<file path="src/shl_pkg.sv">
// Shared types, codes and helper functions of the command-line tokenizer.
`timescale 1ns / 1ps
`default_nettype none
package shl_pkg;

	localparam int QUEUE_DEPTH = 2;
	localparam int MAX_RESULTS = 4;

	localparam logic [7:0] CH_QUOTE = 8'h22;
	localparam logic [7:0] CH_PIPE  = 8'h7C;
	localparam logic [7:0] CH_AMP   = 8'h26;
	localparam logic [7:0] CH_GT    = 8'h3E;
	localparam logic [7:0] CH_LT    = 8'h3C;
	localparam logic [7:0] CH_TWO   = 8'h32;
	localparam logic [7:0] CH_SPACE = 8'h20;
	localparam logic [7:0] CH_TAB   = 8'h09;
	localparam logic [7:0] CH_CR    = 8'h0D;

	typedef enum logic [1:0] {
		MODE_NORMAL = 2'd0,
		MODE_QUOTE  = 2'd1,
		MODE_AMP    = 2'd2
	} mode_t;

	typedef enum logic [3:0] {
		TOK_WORD     = 4'd0,
		TOK_PIPE     = 4'd1,
		TOK_AMP      = 4'd2,
		TOK_ANDAND   = 4'd3,
		TOK_GT       = 4'd4,
		TOK_GTGT     = 4'd5,
		TOK_ERR_GT   = 4'd6,
		TOK_LT       = 4'd7,
		TOK_LTLT     = 4'd8,
		TOK_LTLTLT   = 4'd9
	} tok_type_t;

	typedef struct packed {
		logic [7:0] char_code;
		logic       char_valid;
		logic       line_end;
	} in_item_t;

	typedef struct packed {
		logic [7:0] out_char;
		logic       is_char;
		logic       token_end;
		logic [3:0] token_type;
		logic       line_done;
		logic       quote_error;
		logic       last;
	} out_item_t;

	// One result without its last flag
	typedef struct packed {
		logic [7:0] out_char;
		logic       is_char;
		logic       token_end;
		logic [3:0] token_type;
		logic       line_done;
		logic       quote_error;
	} res_t;

	// All results caused by one item
	typedef struct packed {
		res_t [MAX_RESULTS-1:0] recs;
		logic [2:0]             cnt;
	} bundle_t;

	typedef struct packed {
		logic    valid;
		bundle_t bundle;
	} q_push_t;

	typedef struct packed {
		logic    valid;
		bundle_t bundle;
	} q_head_t;

	function automatic logic is_blank(input logic [7:0] c);
		return (c == CH_SPACE) || ((c >= CH_TAB) && (c <= CH_CR));
	endfunction

	function automatic logic [3:0] classify(input logic [2:0] len, input logic [23:0] pf);
		logic [7:0] b0;
		logic [7:0] b1;
		logic [7:0] b2;
		logic [3:0] t;
		b0 = pf[7:0];
		b1 = pf[15:8];
		b2 = pf[23:16];
		t = TOK_WORD;
		if (len == 3'd1) begin
			if (b0 == CH_GT) t = TOK_GT;
			else if (b0 == CH_LT) t = TOK_LT;
		end else if (len == 3'd2) begin
			if (b0 == CH_GT && b1 == CH_GT) t = TOK_GTGT;
			else if (b0 == CH_TWO && b1 == CH_GT) t = TOK_ERR_GT;
			else if (b0 == CH_LT && b1 == CH_LT) t = TOK_LTLT;
		end else if (len == 3'd3) begin
			if (b0 == CH_LT && b1 == CH_LT && b2 == CH_LT) t = TOK_LTLTLT;
		end
		return t;
	endfunction

	function automatic res_t mk_char(input logic [7:0] c);
		res_t r;
		r = '0;
		r.out_char = c;
		r.is_char = 1'b1;
		return r;
	endfunction

	function automatic res_t mk_tok(input logic [3:0] t);
		res_t r;
		r = '0;
		r.token_end = 1'b1;
		r.token_type = t;
		return r;
	endfunction

	function automatic res_t mk_done(input logic qerr);
		res_t r;
		r = '0;
		r.line_done = 1'b1;
		r.quote_error = qerr;
		return r;
	endfunction

	function automatic bundle_t add_rec(input bundle_t b, input res_t r);
		bundle_t o;
		o = b;
		o.recs[b.cnt[1:0]] = r;
		o.cnt = b.cnt + 3'd1;
		return o;
	endfunction

endpackage
`default_nettype wire

</file>
<file path="src/shl_stream_if.sv">
// Valid/ready channel carrying one item of a given payload type.
`timescale 1ns / 1ps
`default_nettype none
interface shl_stream_if #(parameter type T = logic) ();
	logic valid;
	logic ready;
	T     data;

	modport source (output valid, output data, input ready);
	modport sink   (input valid, input data, output ready);
endinterface
`default_nettype wire

</file>
<file path="src/shell_command_line_tokenizer.sv">
// Top level of the command-line tokenizer: front end, bundle queue, back end.
// Path: an accepted item's bundle is registered in the queue; its results are then registered one by one at the output.
// Throughput: one item per cycle while each item causes at most one result and the output is ready;
// an item with several results (up to four) holds the output sequencer until all are sent, one result at a time.
// Reset (arst_n low, asynchronous): normal mode, empty value, queue and output cleared.
`timescale 1ns / 1ps
`default_nettype none
module shell_command_line_tokenizer
	import shl_pkg::*;
#(
	parameter int QDEPTH = QUEUE_DEPTH
) (
	input  wire logic    clk,
	input  wire logic    arst_n,
	shl_stream_if.sink   cmd,
	shl_stream_if.source tok
);

	// Between front and queue: one bundle of results per accepted item that causes any
	q_push_t push;
	logic    q_full;
	// Between queue and back: head bundle and its release
	q_head_t head;
	logic    pop;

	// Front: keep lexer mode, value length and the first three bytes; turn each
	// item into all of its results at once.
	shl_front u_front (
		.clk    (clk),
		.arst_n (arst_n),
		.cmd    (cmd),
		.q_full (q_full),
		.push   (push)
	);

	// Queue: hold bundles so a stalled output does not stop the front at once.
	shl_queue #(
		.DEPTH (QDEPTH)
	) u_queue (
		.clk    (clk),
		.arst_n (arst_n),
		.push   (push),
		.pop    (pop),
		.full   (q_full),
		.head   (head)
	);

	// Back: drain the head bundle one result per cycle while the output is ready, flag the last one.
	shl_back u_back (
		.clk    (clk),
		.arst_n (arst_n),
		.head   (head),
		.pop    (pop),
		.tok    (tok)
	);

	// Each result carries exactly one kind of event
	a_one_kind: assert property (@(posedge clk) disable iff (!arst_n)
		tok.valid |-> $onehot({tok.data.is_char, tok.data.token_end, tok.data.line_done}))
		else $error("result carries not exactly one event kind");

	// Line end closes the item's results
	a_done_last: assert property (@(posedge clk) disable iff (!arst_n)
		(tok.valid && tok.data.line_done) |-> tok.data.last)
		else $error("line_done result not marked last");

	// Quote error only on the line end result
	a_qerr: assert property (@(posedge clk) disable iff (!arst_n)
		(tok.valid && tok.data.quote_error) |-> tok.data.line_done)
		else $error("quote_error outside line_done");

	// A full queue stalls input
	a_full_stall: assert property (@(posedge clk) disable iff (!arst_n)
		q_full |-> !cmd.ready)
		else $error("input ready while queue full");

endmodule
`default_nettype wire

</file>
<file path="src/shl_front.sv">
// Front end: lexer state and classification of each byte into a result bundle.
`timescale 1ns / 1ps
`default_nettype none
module shl_front
	import shl_pkg::*;
(
	input  wire logic     clk,
	input  wire logic     arst_n,
	shl_stream_if.sink    cmd,
	input  wire logic     q_full,
	output q_push_t       push
);

	mode_t       mode_q;
	logic [2:0]  wl_q;
	logic [23:0] pf_q;

	mode_t       mode_d;
	logic [2:0]  wl_d;
	logic [23:0] pf_d;
	bundle_t     b;
	logic        take;

	assign cmd.ready = !q_full;
	assign take = cmd.valid && cmd.ready;

	always_comb begin
		logic [7:0] c;
		logic       norm;
		logic       qerr;
		c = cmd.data.char_code;
		mode_d = mode_q;
		wl_d = wl_q;
		pf_d = pf_q;
		b = '0;
		norm = 1'b0;
		qerr = 1'b0;

		if (cmd.data.char_valid) begin
			unique case (mode_q)
				MODE_QUOTE: begin
					if (c == CH_QUOTE) begin
						b = add_rec(b, mk_tok(classify(wl_d, pf_d)));
						wl_d = '0;
						pf_d = '0;
						mode_d = MODE_NORMAL;
					end else begin
						b = add_rec(b, mk_char(c));
						if (wl_d < 3'd3) pf_d[{wl_d[1:0], 3'b000} +: 8] = c;
						if (wl_d != 3'd7) wl_d = wl_d + 3'd1;
					end
				end
				MODE_AMP: begin
					mode_d = MODE_NORMAL;
					if (c == CH_AMP) begin
						b = add_rec(b, mk_tok(TOK_ANDAND));
					end else begin
						b = add_rec(b, mk_tok(TOK_AMP));
						norm = 1'b1;
					end
				end
				default: begin
					mode_d = MODE_NORMAL;
					norm = 1'b1;
				end
			endcase

			if (norm) begin
				priority if (is_blank(c)) begin
					if (wl_d != 3'd0) begin
						b = add_rec(b, mk_tok(classify(wl_d, pf_d)));
						wl_d = '0;
						pf_d = '0;
					end
				end else if (c == CH_QUOTE) begin
					mode_d = MODE_QUOTE;
				end else if (c == CH_PIPE) begin
					if (wl_d != 3'd0) begin
						b = add_rec(b, mk_tok(classify(wl_d, pf_d)));
						wl_d = '0;
						pf_d = '0;
					end
					b = add_rec(b, mk_tok(TOK_PIPE));
				end else if (c == CH_AMP) begin
					if (wl_d != 3'd0) begin
						b = add_rec(b, mk_tok(classify(wl_d, pf_d)));
						wl_d = '0;
						pf_d = '0;
					end
					mode_d = MODE_AMP;
				end else begin
					b = add_rec(b, mk_char(c));
					if (wl_d < 3'd3) pf_d[{wl_d[1:0], 3'b000} +: 8] = c;
					if (wl_d != 3'd7) wl_d = wl_d + 3'd1;
				end
			end
		end

		if (cmd.data.line_end) begin
			if (mode_d == MODE_QUOTE) begin
				qerr = 1'b1;
			end else if (mode_d == MODE_AMP) begin
				b = add_rec(b, mk_tok(TOK_AMP));
			end else if (wl_d != 3'd0) begin
				b = add_rec(b, mk_tok(classify(wl_d, pf_d)));
			end
			b = add_rec(b, mk_done(qerr));
			mode_d = MODE_NORMAL;
			wl_d = '0;
			pf_d = '0;
		end
	end

	always_ff @(posedge clk or negedge arst_n) begin
		if (!arst_n) begin
			mode_q <= MODE_NORMAL;
			wl_q <= '0;
			pf_q <= '0;
		end else if (take) begin
			mode_q <= mode_d;
			wl_q <= wl_d;
			pf_q <= pf_d;
		end
	end

	// Push only items that cause at least one result
	assign push = '{valid: take && (b.cnt != 3'd0), bundle: b};

endmodule
`default_nettype wire

</file>
<file path="src/shl_queue.sv">
// Short bundle queue between the front end and the output sequencer.
`timescale 1ns / 1ps
`default_nettype none
module shl_queue
	import shl_pkg::*;
#(
	parameter int DEPTH = QUEUE_DEPTH
) (
	input  wire logic    clk,
	input  wire logic    arst_n,
	input  wire q_push_t push,
	input  wire logic    pop,
	output logic         full,
	output q_head_t      head
);

	localparam int PW = $clog2(DEPTH);
	localparam int CW = $clog2(DEPTH + 1);
	localparam logic [PW-1:0] PTR_LAST = PW'(DEPTH - 1);
	localparam logic [CW-1:0] CNT_FULL = CW'(DEPTH);

	bundle_t       mem_q [DEPTH];
	logic [PW-1:0] wr_ptr_q;
	logic [PW-1:0] rd_ptr_q;
	logic [CW-1:0] cnt_q;
	logic          do_push;
	logic          do_pop;

	assign full = (cnt_q == CNT_FULL);
	assign do_push = push.valid && !full;
	assign do_pop = pop && (cnt_q != '0);

	always_ff @(posedge clk) begin
		if (do_push) mem_q[wr_ptr_q] <= push.bundle;
	end

	always_ff @(posedge clk or negedge arst_n) begin
		if (!arst_n) begin
			wr_ptr_q <= '0;
			rd_ptr_q <= '0;
			cnt_q <= '0;
		end else begin
			if (do_push) wr_ptr_q <= (wr_ptr_q == PTR_LAST) ? '0 : wr_ptr_q + PW'(1);
			if (do_pop) rd_ptr_q <= (rd_ptr_q == PTR_LAST) ? '0 : rd_ptr_q + PW'(1);
			unique case ({do_push, do_pop})
				2'b10:   cnt_q <= cnt_q + CW'(1);
				2'b01:   cnt_q <= cnt_q - CW'(1);
				default: cnt_q <= cnt_q;
			endcase
		end
	end

	assign head = '{valid: (cnt_q != '0), bundle: mem_q[rd_ptr_q]};

endmodule
`default_nettype wire

</file>
<file path="src/shl_back.sv">
// Back end: step through a bundle one result per cycle, while the output is not stalled, into the output register.
`timescale 1ns / 1ps
`default_nettype none
module shl_back
	import shl_pkg::*;
(
	input  wire logic    clk,
	input  wire logic    arst_n,
	input  wire q_head_t head,
	output logic         pop,
	shl_stream_if.source tok
);

	logic [1:0] idx_q;
	logic       out_valid_q;
	out_item_t  out_q;
	logic       load;
	logic       is_last;
	res_t       rec;

	assign load = head.valid && (!out_valid_q || tok.ready);
	assign rec = head.bundle.recs[idx_q];
	assign is_last = ({1'b0, idx_q} == (head.bundle.cnt - 3'd1));
	assign pop = load && is_last;

	always_ff @(posedge clk or negedge arst_n) begin
		if (!arst_n) begin
			idx_q <= '0;
			out_valid_q <= 1'b0;
		end else begin
			if (load) begin
				out_valid_q <= 1'b1;
				idx_q <= is_last ? 2'd0 : idx_q + 2'd1;
			end else if (tok.ready) begin
				out_valid_q <= 1'b0;
			end
		end
	end

	always_ff @(posedge clk) begin
		if (load) out_q <= {rec, is_last};
	end

	assign tok.valid = out_valid_q;
	assign tok.data = out_q;

endmodule
`default_nettype wire

</file>
<file path="src/flat_wrapper.sv">
// flat-port wrapper written by rule: the top's interface ports become plain ports
module shell_command_line_tokenizer_flat import shl_pkg::*;
#(
	parameter int QDEPTH = QUEUE_DEPTH
)
  (clk, arst_n, cmd_valid, cmd_data, cmd_ready, tok_valid, tok_data, tok_ready);
  shl_stream_if #(.T(in_item_t)) cmd_i ();
  shl_stream_if #(.T(out_item_t)) tok_i ();
  input  wire logic clk;
  input  wire logic arst_n;
  input wire logic [$bits(cmd_i.valid)-1:0] cmd_valid;
  input wire logic [$bits(cmd_i.data)-1:0] cmd_data;
  output wire logic [$bits(cmd_i.ready)-1:0] cmd_ready;
  output wire logic [$bits(tok_i.valid)-1:0] tok_valid;
  output wire logic [$bits(tok_i.data)-1:0] tok_data;
  input wire logic [$bits(tok_i.ready)-1:0] tok_ready;
  assign cmd_i.valid = cmd_valid;
  assign cmd_i.data = cmd_data;
  assign cmd_ready = cmd_i.ready;
  assign tok_valid = tok_i.valid;
  assign tok_data = tok_i.data;
  assign tok_i.ready = tok_ready;
  shell_command_line_tokenizer #(.QDEPTH(QDEPTH)) u_core (.clk(clk), .arst_n(arst_n), .cmd(cmd_i), .tok(tok_i));
endmodule
</file>
<file path="config.mk">
export PLATFORM = sky130hd
export DESIGN_NAME = shell_command_line_tokenizer_flat
export DESIGN_NICKNAME = d
export VERILOG_FILES = /design/src/shl_pkg.sv /design/src/shl_stream_if.sv /design/src/shell_command_line_tokenizer.sv /design/src/shl_front.sv /design/src/shl_queue.sv /design/src/shl_back.sv /design/src/flat_wrapper.sv
export SDC_FILE = /design/constraint.sdc
export NUM_CORES = 1
export LEC_CHECK = 0
export ABC_AREA = 1
export BUFFER_PORTS_ARGS = -buffer_cell sky130_fd_sc_hd__buf_2
export CORE_AREA = 2 2 147 149
export DETAILED_ROUTE_END_ITERATION = 6
export DIE_AREA = 0 0 149 151
export PLACE_DENSITY_LB_ADDON = 0.25
export SLEW_MARGIN = 5
export SYNTH_ARGS = -nofsm -noshare
export SYNTH_HDL_FRONTEND = slang
export SYNTH_SLANG_ARGS = --single-unit
</file>
<file path="constraint.sdc">
create_clock -name clk -period 12.9 [get_ports clk]
set_clock_uncertainty 0.2 [all_clocks]
set_input_delay 0 -clock clk [delete_from_list [all_inputs] [get_ports clk]]
set_output_delay 0 -clock clk [all_outputs]
set_load 0.02 [all_outputs]
</file>
==> reports/metrics.sh, run 1 <==
RESULT_OF_THE_RUN='completed'
CTS.ROOT.BUFFER_CELL='sky130_fd_sc_hd__clkbuf_16'
GRT_ANTENNA_BEFORE_REPAIR=0
WORST-ENDPOINT-REQUIRED_PS=12790
POST_CTS_RESIZE_COUNT=0
LAYOUT.FILLER_CELLS=1977
YS_SEQ_AREA_SHARE_PCT=42.0
TIMING.FINAL.CRIT_PERIOD_PS=6820
MAX_CLOCK_FREQ_MHz=147
WORSTSETUPPATHTYPE='reg -> reg'
TIMING.SLEW.HEADROOM_PCT=27.6
INSERTEDDIODECOUNT=0
YS_FF_LATCH=151
FINAL_HOLD_VIOL_COUNT=0
MAXIMUM_NUMBER_OF_PINS_ON_ONE_NET_BEFORE_GLOBAL_ROUTE_REPAIR=51
TIMING.FINAL.CRIT_SHARE_PCT=52.8
SYNTH.CELL_AREA_SQ_UM=10400
SYNTH_AREA_LEADER_CELL='sky130_fd_sc_hd__edfxtp_1'
START_KIND='register'
NUM_ROWS=53
NETLIST-CELL-TYPE-COUNT=59
CTS_SINKS=151
NUMPORTBUFFERS=32
DR_TOTAL_VIAS=9667
CLOCK_INSERTION_DELAY_WORST_SKEW_PS=440
FULL_DIE_AREA_SQ_UM=22500
DRIVE_GT1_SHARE_PCT=10.5
DEPTH_OF_THE_CTS_H_TREE=4
DRT-VIAS-PER-INSTANCE=5.71
MOST_COMMON_LIBRARY_CELL_IN_THE_LAYOUT_IGNORING_FILL_AND_TAPS='sky130_fd_sc_hd__nand2_1'
GRT-OVFL-TOTAL=0
FIRST_GLOBAL_VIAS=9105
SYNTH_ENABLE_FLOP_CELLS=115
CTS_MADE_BUFFERS=17
FIRST_PASS_ITERS=6
FINALSETUPVIOLATIONS=0
GP_CONGESTION=0.965
CP_DATA_ARRIVAL_TIME_PS=6700
SYNTH_TOP_FLOP_CELL='sky130_fd_sc_hd__edfxtp_1'
CRITPATHMAXFANOUT=44
REMAINING_DRC_ERRORS=0
LAYOUTNONFILLERINSTCOUNT=1692
FP.DIEH_MICRONS=151
CTS_TREE='built'
RSZ0062_AT_GRT='false'
CRITPATHSLOWESTCELL='sky130_fd_sc_hd__nor2_4'
YOSYS_WARNINGS=0
YS_TOP_CELLS_BY_AREA='sky130_fd_sc_hd__edfxtp_1 33%, sky130_fd_sc_hd__nand2_1 11%, sky130_fd_sc_hd__dfrtp_1 8.7%, sky130_fd_sc_hd__nor2_1 7.3%, sky130_fd_sc_hd__o21ai_0 7.1%'
SYN_NETS=1428
TOTAL_LEAKAGE_POWER_nW=4.85
TIGHTESTPINTRANSITION_PS=1080
SHARE_OF_FLIP_FLOPS_WITH_AN_ASYNCHRONOUS_SET_OR_RESET_PCT=23.8
CRIT_TOP_CELL='sky130_fd_sc_hd__inv_1'
WORSTSETUPENDPOINTTYPE='register'
GRT_USE_TOTAL_PCT=28.4
DETAILEDROUTE.FIRSTITERATIONVIOLATIONS=867
DIE_WIDTH_MICRONS=149
FLOORPLAN.INITIALDENSITY_PCT=49.7
AREA_DELTA_SYNTH_FINAL_PCT=10.3
HPWL_MICRONS=22000
DRV_CAP=0
SLEW_VIOLATIONS=0
LAYOUT.CELLS.MOST_COMMON_LIST='309 x sky130_fd_sc_hd__nand2_1, 200 x sky130_fd_sc_hd__nor2_1, 147 x sky130_fd_sc_hd__o21ai_0, 135 x sky130_fd_sc_hd__inv_1, 115 x sky130_fd_sc_hd__edfxtp_1'
CLK_PIN_SLEW_WORST_PATHS_PS=70
CRITICAL-PATH-MAX-STAGE-DELAY_PS=490
SYNTH_TOP_CELL_AREA_SHARE_PCT=33.3
NUMBER_OF_PLACED_INSTANCES_WITH_TAPS_INCLUDED=1649
POWER_mW=2.91
SYNTHESIS.INSTANCES=1388
ROUTEDWLPERCELL_MICRONS=18.3
IRDROPWORSTVDD_mV=0.132
POST_SYNTHESIS_AREA_PER_INSTANCE_SQ_UM=7.46
PIN_COUNT=33
CORE-AREA_SQ_UM=20800
TNS_PS=0
CLOCKBUFFERDEPTH=2
CELLPOWERDENSITY_nW_PER_UM2=254
HP-CLASS='in -> async'
FINAL_NET_COUNT=1444
GRT_FIRST_PASS_WIRELENGTH_MICRONS=49000
DRT-TOTAL-WL_MICRONS=30900
POSTROUTEANTENNANETS=0
cell type report:
class,instances,area (sq um),share of cell area [%]
clock buffer,17,425,3.73
inverter,152,574,5.03
clock inverter,15,185,1.62
multi-input combinational,1028,5180,45.4
tap,275,344,3.01
sequential,151,4350,38.1
timing repair buffer,54,353,3.09
report_power, final:
group | switching (mW) | leakage, nW | internal (mW)
clock network | 0.234 | 0.290 | 0.278
logic | 1.11 | 2.99 | 0.461
registers | 0.0710 | 1.57 | 0.756
total | 1.41 | 4.85 | 1.49
layer usage:
metal / vias to the layer above / wire (microns) / global-route usage, %
li1: 4716 / - / -
met2: 337 / 14900 / 48.0
met1: 4571 / 13400 / 37.0
met5: - / 0 / 0
met4: 0 / 827 / 10.2
met3: 43 / 1820 / 4.58
critical path, delay by kind of cell (launching register included):
family                     cells  cell delay [ps]
and+or+nand+nor               10             1790
adders and majority gates      5             1120
DFF                            1              380
buffers and inverters          9             1880
AOI/OAI and AO/OA              6             1030
cells in the mapped netlist, types with 3 or more instances:
| master | number |
|---|---|
| sky130_fd_sc_hd__mux2i_1 | 3 |
| sky130_fd_sc_hd__o22ai_1 | 46 |
| sky130_fd_sc_hd__a21oi_2 | 3 |
| sky130_fd_sc_hd__xor2_1 | 4 |
| sky130_fd_sc_hd__edfxtp_1 | 115 |
| sky130_fd_sc_hd__o21ai_1 | 11 |
| sky130_fd_sc_hd__nor2_1 | 201 |
| sky130_fd_sc_hd__o21ai_2 | 3 |
| sky130_fd_sc_hd__buf_2 | 10 |
| sky130_fd_sc_hd__or2_2 | 3 |
| sky130_fd_sc_hd__o21a_1 | 3 |
| sky130_fd_sc_hd__dfrtp_1 | 36 |
| sky130_fd_sc_hd__a31oi_1 | 9 |
| sky130_fd_sc_hd__o21ai_0 | 147 |
| sky130_fd_sc_hd__a21oi_1 | 45 |
| sky130_fd_sc_hd__xnor2_1 | 3 |
| sky130_fd_sc_hd__nand4_1 | 11 |
| sky130_fd_sc_hd__nand2_2 | 16 |
| sky130_fd_sc_hd__clkbuf_1 | 39 |
| sky130_fd_sc_hd__nor2_2 | 8 |
| sky130_fd_sc_hd__a211oi_1 | 3 |
| sky130_fd_sc_hd__nor3_1 | 21 |
| sky130_fd_sc_hd__nor4_1 | 8 |
| sky130_fd_sc_hd__nand2_1 | 309 |
| sky130_fd_sc_hd__o31ai_1 | 11 |
| sky130_fd_sc_hd__inv_1 | 136 |
| sky130_fd_sc_hd__nand3_1 | 96 |
| sky130_fd_sc_hd__ha_1 | 26 |
| sky130_fd_sc_hd__nand2_4 | 8 |
| sky130_fd_sc_hd__inv_2 | 13 |
| sky130_fd_sc_hd__buf_6 | 4 |
sequential cells by signal, summed over array words and instances, names as in the netlist:
register	flops
u_core.u_front.wl_q	3
u_core.u_front.pf_q	24
u_core.u_queue.rd_ptr_q	1
u_core.u_queue.cnt_q	2
u_core.u_back.tok.valid	1
u_core.u_queue.wr_ptr_q	1
u_core.u_back.idx_q	2
u_core.u_front.mode_q	2
u_core.u_queue.mem_q	98
u_core.u_back.tok.data	17
kinds of logic (layout without fill, tap and decap cells):
family          after synthesis  count (layout)  share of synthesized area (%)
buf+inv                     209             238                           8.09
mux                           3               3                          0.290
fa+ha+maj                    26              26                           3.14
simple gates                694             694                           29.4
flops                       151             151                           42.0
compound gates              297             297                           16.3
xor+xnor                      8               8                          0.749
metrics by stage:
| stage | hold WS (ps) | util, % | setup WS [ps] | instance area, sq um |
|---|---|---|---|---|
| after floorplan | -496 | - | 6040 | 10400 |
| after global placement | 3.11 | 51.4 | 6370 | 10700 |
| after detailed placement | 5.35 | 51.4 | 6210 | 10700 |
| after CTS | 78.2 | 54.8 | 6180 | 11400 |
| after global routing | 106 | 54.8 | 5490 | 11400 |
| final | 39.7 | 54.8 | 6080 | 11400 |
final timing paths:
path | from | end | slack, ps | depth (start not counted)
max in group asynchronous | arst_n | u_core.u_back.idx_q[1]$_DFFE_PN0P_ | 11800 | 2
setup reg to reg | u_core.u_front.mode_q[1]$_DFFE_PN0P_ | u_core.u_queue.mem_q[1][21]$_DFFE_PP_ | 6080 | 30
hold reg to reg | u_core.u_queue.wr_ptr_q$_DFFE_PN0N_ | u_core.u_queue.wr_ptr_q$_DFFE_PN0N_ | 280 | 2
hold / removal | arst_n | u_core.u_front.pf_q[1]$_DFFE_PN0P_ | 40 | 2
min in group clk | cmd_data[1] | u_core.u_front.pf_q[22]$_DFFE_PN0P_ | 90 | 4
setup / recovery | u_core.u_front.mode_q[1]$_DFFE_PN0P_ | u_core.u_queue.mem_q[1][21]$_DFFE_PP_ | 6080 | 30
repair_timing:
action | in CTS | in global routing
hold endpoints to repair | 94 | 0
buffers inserted | 0 | 0
hold buffers | 11 | 0
No activity file was read; power rests on OpenSTA's default activity.
==> inputs of run 2 (changes only) <==
==> constraint.sdc (replaced) <==
create_clock -name clk -period 6.2 [get_ports clk]
set_clock_uncertainty 0.2 [all_clocks]
set_input_delay 0 -clock clk [delete_from_list [all_inputs] [get_ports clk]]
set_output_delay 0 -clock clk [all_outputs]
set_load 0.02 [all_outputs]
==> reports/metrics.sh, run 2 (synthesized netlist as in run 1, its figures left out) <==
HPWL_MICRONS=21400  # was 22000 microns
NUMBER_OF_PLACED_INSTANCES_WITH_TAPS_INCLUDED=1655  # was 1649
LAYOUTNONFILLERINSTCOUNT=1699  # was 1692
FIRST_GLOBAL_VIAS=9022  # was 9105
CP_DATA_ARRIVAL_TIME_PS=5680  # was 6700 ps
WORSTSETUPPATHTYPE='reg -> reg'  # unchanged
DIE_WIDTH_MICRONS=149  # unchanged
TIGHTESTPINTRANSITION_PS=978  # was 1080 ps
POSTROUTEANTENNANETS=0  # unchanged
DRIVE_GT1_SHARE_PCT=11.0  # was 10.5%
MULTI_INPUT_AREA_SQ_UM=5190  # was 5180 sq um
TIMING.RR.START='u_core.u_front.wl_q[0]$_DFFE_PN0P_'  # was u_core.u_front.mode_q[1]$_DFFE_PN0P_
CP-ENDPOINT='u_core.u_queue.mem_q[0][55]$_DFFE_PP_'  # was u_core.u_queue.mem_q[1][21]$_DFFE_PP_
WORSTSETUPENDPOINTTYPE='register'  # unchanged
MAX_CLOCK_FREQ_MHz=174  # was 147 MHz
FP.DIEH_MICRONS=151  # unchanged
FAILING_CHECKS='design-rule violations'
DRV_CAP=0  # unchanged
GRT_FIRST_PASS_WIRELENGTH_MICRONS=47400  # was 49000 microns
SLEW_VIOLATIONS=0  # unchanged
WORST-ENDPOINT-REQUIRED_PS=6130  # was 12790 ps
TIMING.FINAL.CRIT_SHARE_PCT=92.8  # was 52.8%
RSZ0062_AT_GRT='false'  # unchanged
CTS_TREE='built'  # unchanged
FIRST_PASS_ITERS=7  # was 6
M1WIRELENGTH_MICRONS=12900  # was 13400 microns
FLOORPLAN.INITIALDENSITY_PCT=49.7  # unchanged
MET2ROUTEDLENGTH_MICRONS=14100  # was 14900 microns
RESULT_OF_THE_RUN='finished with violations'  # was completed
CLOCKBUFFERDEPTH=2  # unchanged
TNS_PS=0  # unchanged
AREA_DELTA_SYNTH_FINAL_PCT=11.6  # was 10.3%
LAYOUT.CELLS.MOST_COMMON_LIST='309 x sky130_fd_sc_hd__nand2_1, 200 x sky130_fd_sc_hd__nor2_1, 147 x sky130_fd_sc_hd__o21ai_0, 135 x sky130_fd_sc_hd__inv_1, 115 x sky130_fd_sc_hd__edfxtp_1'  # unchanged
LAYOUT.FILLER_CELLS=1927  # was 1977
NUM_ROWS=53  # unchanged
REGTOREGSETUPSLACK_PS=450  # was 6080 ps
REGMOSTFLOPS='u_core.u_queue.mem_q'  # unchanged
TOTAL_LEAKAGE_POWER_nW=4.92  # was 4.85 nW
PIN_COUNT=33  # unchanged
POWER_mW=6.16  # was 2.91 mW
DRT-VIAS-PER-INSTANCE=5.76  # was 5.71
CELLPOWERDENSITY_nW_PER_UM2=533  # was 254 nW/um^2
CLK_PIN_SLEW_WORST_PATHS_PS=80  # was 70 ps
CTS.ROOT.BUFFER_CELL='sky130_fd_sc_hd__clkbuf_16'  # unchanged
NUMPORTBUFFERS=32  # unchanged
FULL_DIE_AREA_SQ_UM=22500  # unchanged
FINAL_HOLD_VIOL_COUNT=0  # unchanged
CRIT_TOP_CELL='sky130_fd_sc_hd__inv_1'  # unchanged
TIMING.FINAL.CRIT_PERIOD_PS=5750  # was 6820 ps
INSERTEDDIODECOUNT=0  # unchanged
DRT-TOTAL-WL_MICRONS=30100  # was 30900 microns
UTILIZATION_PCT=55.5  # was 54.8%
CRITPATHMAXFANOUT=29  # was 44
ROUTED.TOP_LAYER='met4'  # unchanged
REGTOREGENDPOINT='u_core.u_queue.mem_q[0][55]$_DFFE_PP_'  # was u_core.u_queue.mem_q[1][21]$_DFFE_PP_
TIMING.SLEW.HEADROOM_PCT=34.8  # was 27.6%
CORE-AREA_SQ_UM=20800  # unchanged
FF_LATCH_AREA_SQ_UM=4350  # unchanged
CTS_SINKS=151  # unchanged
CRITPATHSLOWESTCELL='sky130_fd_sc_hd__dfrtp_1'  # was sky130_fd_sc_hd__nor2_4
R2R_CELLS=28  # was 30
GRT-OVFL-TOTAL=0  # unchanged
REMAINING_DRC_ERRORS=4  # was 0
FINALSETUPVIOLATIONS=0  # unchanged
GP_CONGESTION=1.02  # was 0.965
CTS_MADE_BUFFERS=17  # unchanged
START_KIND='register'  # unchanged
GRT_USE_TOTAL_PCT=27.3  # was 28.4%
DETAILROUTE.WIRELENGTH.MET3_MICRONS=2120  # was 1820 microns
MOST_COMMON_LIBRARY_CELL_IN_THE_LAYOUT_IGNORING_FILL_AND_TAPS='sky130_fd_sc_hd__nand2_1'  # unchanged
DEPTH_OF_THE_CTS_H_TREE=4  # unchanged
LARGEST_REGISTER_FFS=98  # unchanged
FINAL_NET_COUNT=1451  # was 1444
HP-CLASS='in -> async'  # unchanged
DETAILEDROUTE.FIRSTITERATIONVIOLATIONS=1150  # was 867
MAXIMUM_NUMBER_OF_PINS_ON_ONE_NET_BEFORE_GLOBAL_ROUTE_REPAIR=48  # was 51
DR_TOTAL_VIAS=9788  # was 9667
CLOCK_INSERTION_DELAY_WORST_SKEW_PS=440  # about the same
IRDROPWORSTVDD_mV=0.256  # was 0.132 mV
GRT_ANTENNA_BEFORE_REPAIR=0  # unchanged
ROUTEDWLPERCELL_MICRONS=17.7  # was 18.3 microns
CP-STARTPOINT='u_core.u_front.wl_q[0]$_DFFE_PN0P_'  # was u_core.u_front.mode_q[1]$_DFFE_PN0P_
CRITICAL-PATH-MAX-STAGE-DELAY_PS=490  # about the same
run 2: worst min-delay path by stage:
stage	startpoint	endpoint	slack [ps]
after CTS	cmd_data[1]	u_core.u_front.pf_q[6]$_DFFE_PN0P_	60
after global routing	tok_ready	u_core.u_back.tok.valid$_DFFE_PN0P_	110
after detailed placement	arst_n	u_core.u_queue.cnt_q[0]$_DFFE_PN0P_	6
after floorplan	arst_n	u_core.u_back.idx_q[0]$_DFFE_PN0P_	-500
after global placement	arst_n	u_core.u_queue.rd_ptr_q$_DFFE_PN0P_	-3
final	arst_n	u_core.u_back.idx_q[0]$_DFFE_PN0P_	60
run 2: what timing repair did:
| action | CTS | global route |
|---|---|---|
| endpoints found under the hold margin | 94 | 0 |
| buffers inserted | 0 | 1 |
| hold buffers | 11 | 0 |
| resized for setup | 0 | 3 |
| endpoints found under the setup margin | 0 | 99 |
run 2: layer usage:
metal | global-route usage [%] | vias up
met3 | 4.43 | 69
li1 | - | 4726
met2 | 44.9 | 417
met4 | 10.7 | 0
met5 | 0 | -
met1 | 36.3 | 4576
run 2: cell type report:
class | instances | share of cell area [%]
multi-input cells | 1028 | 44.9
well taps | 275 | 2.98
clock buffers | 17 | 3.68
inverters | 152 | 4.99
repair buffers | 61 | 3.83
flip-flops and latches | 151 | 37.7
clock inverters | 15 | 1.96
run 2: power by group:
part	switching [mW]	internal (mW)	total (mW)
combinational	2.28	1.01	3.29
sequential	0.165	1.57	1.73
clock	0.480	0.658	1.14
total	2.93	3.23	6.16
run 2: critical path: cells and delay by family (launching register included):
family,cells,cell delay (ps)
AO/OA/AOI/OAI,4,460
adder cells (fa/ha/maj),5,1470
buffers and inverters,8,1240
flip-flops,1,490
AND/OR/NAND/NOR,11,1580
run 2: metrics by stage:
| stage | instance area (sq um) | setup WS [ps] | hold WS (ps) |
|---|---|---|---|
| floorplan | 10400 | 166 | -496 |
| global placement | 10800 | 455 | -3.43 |
| detailed placement | 10800 | 199 | 5.77 |
| CTS | 11500 | 152 | 64.8 |
| global route | 11600 | 9.85 | 114 |
| finish | 11600 | 446 | 64.4 |
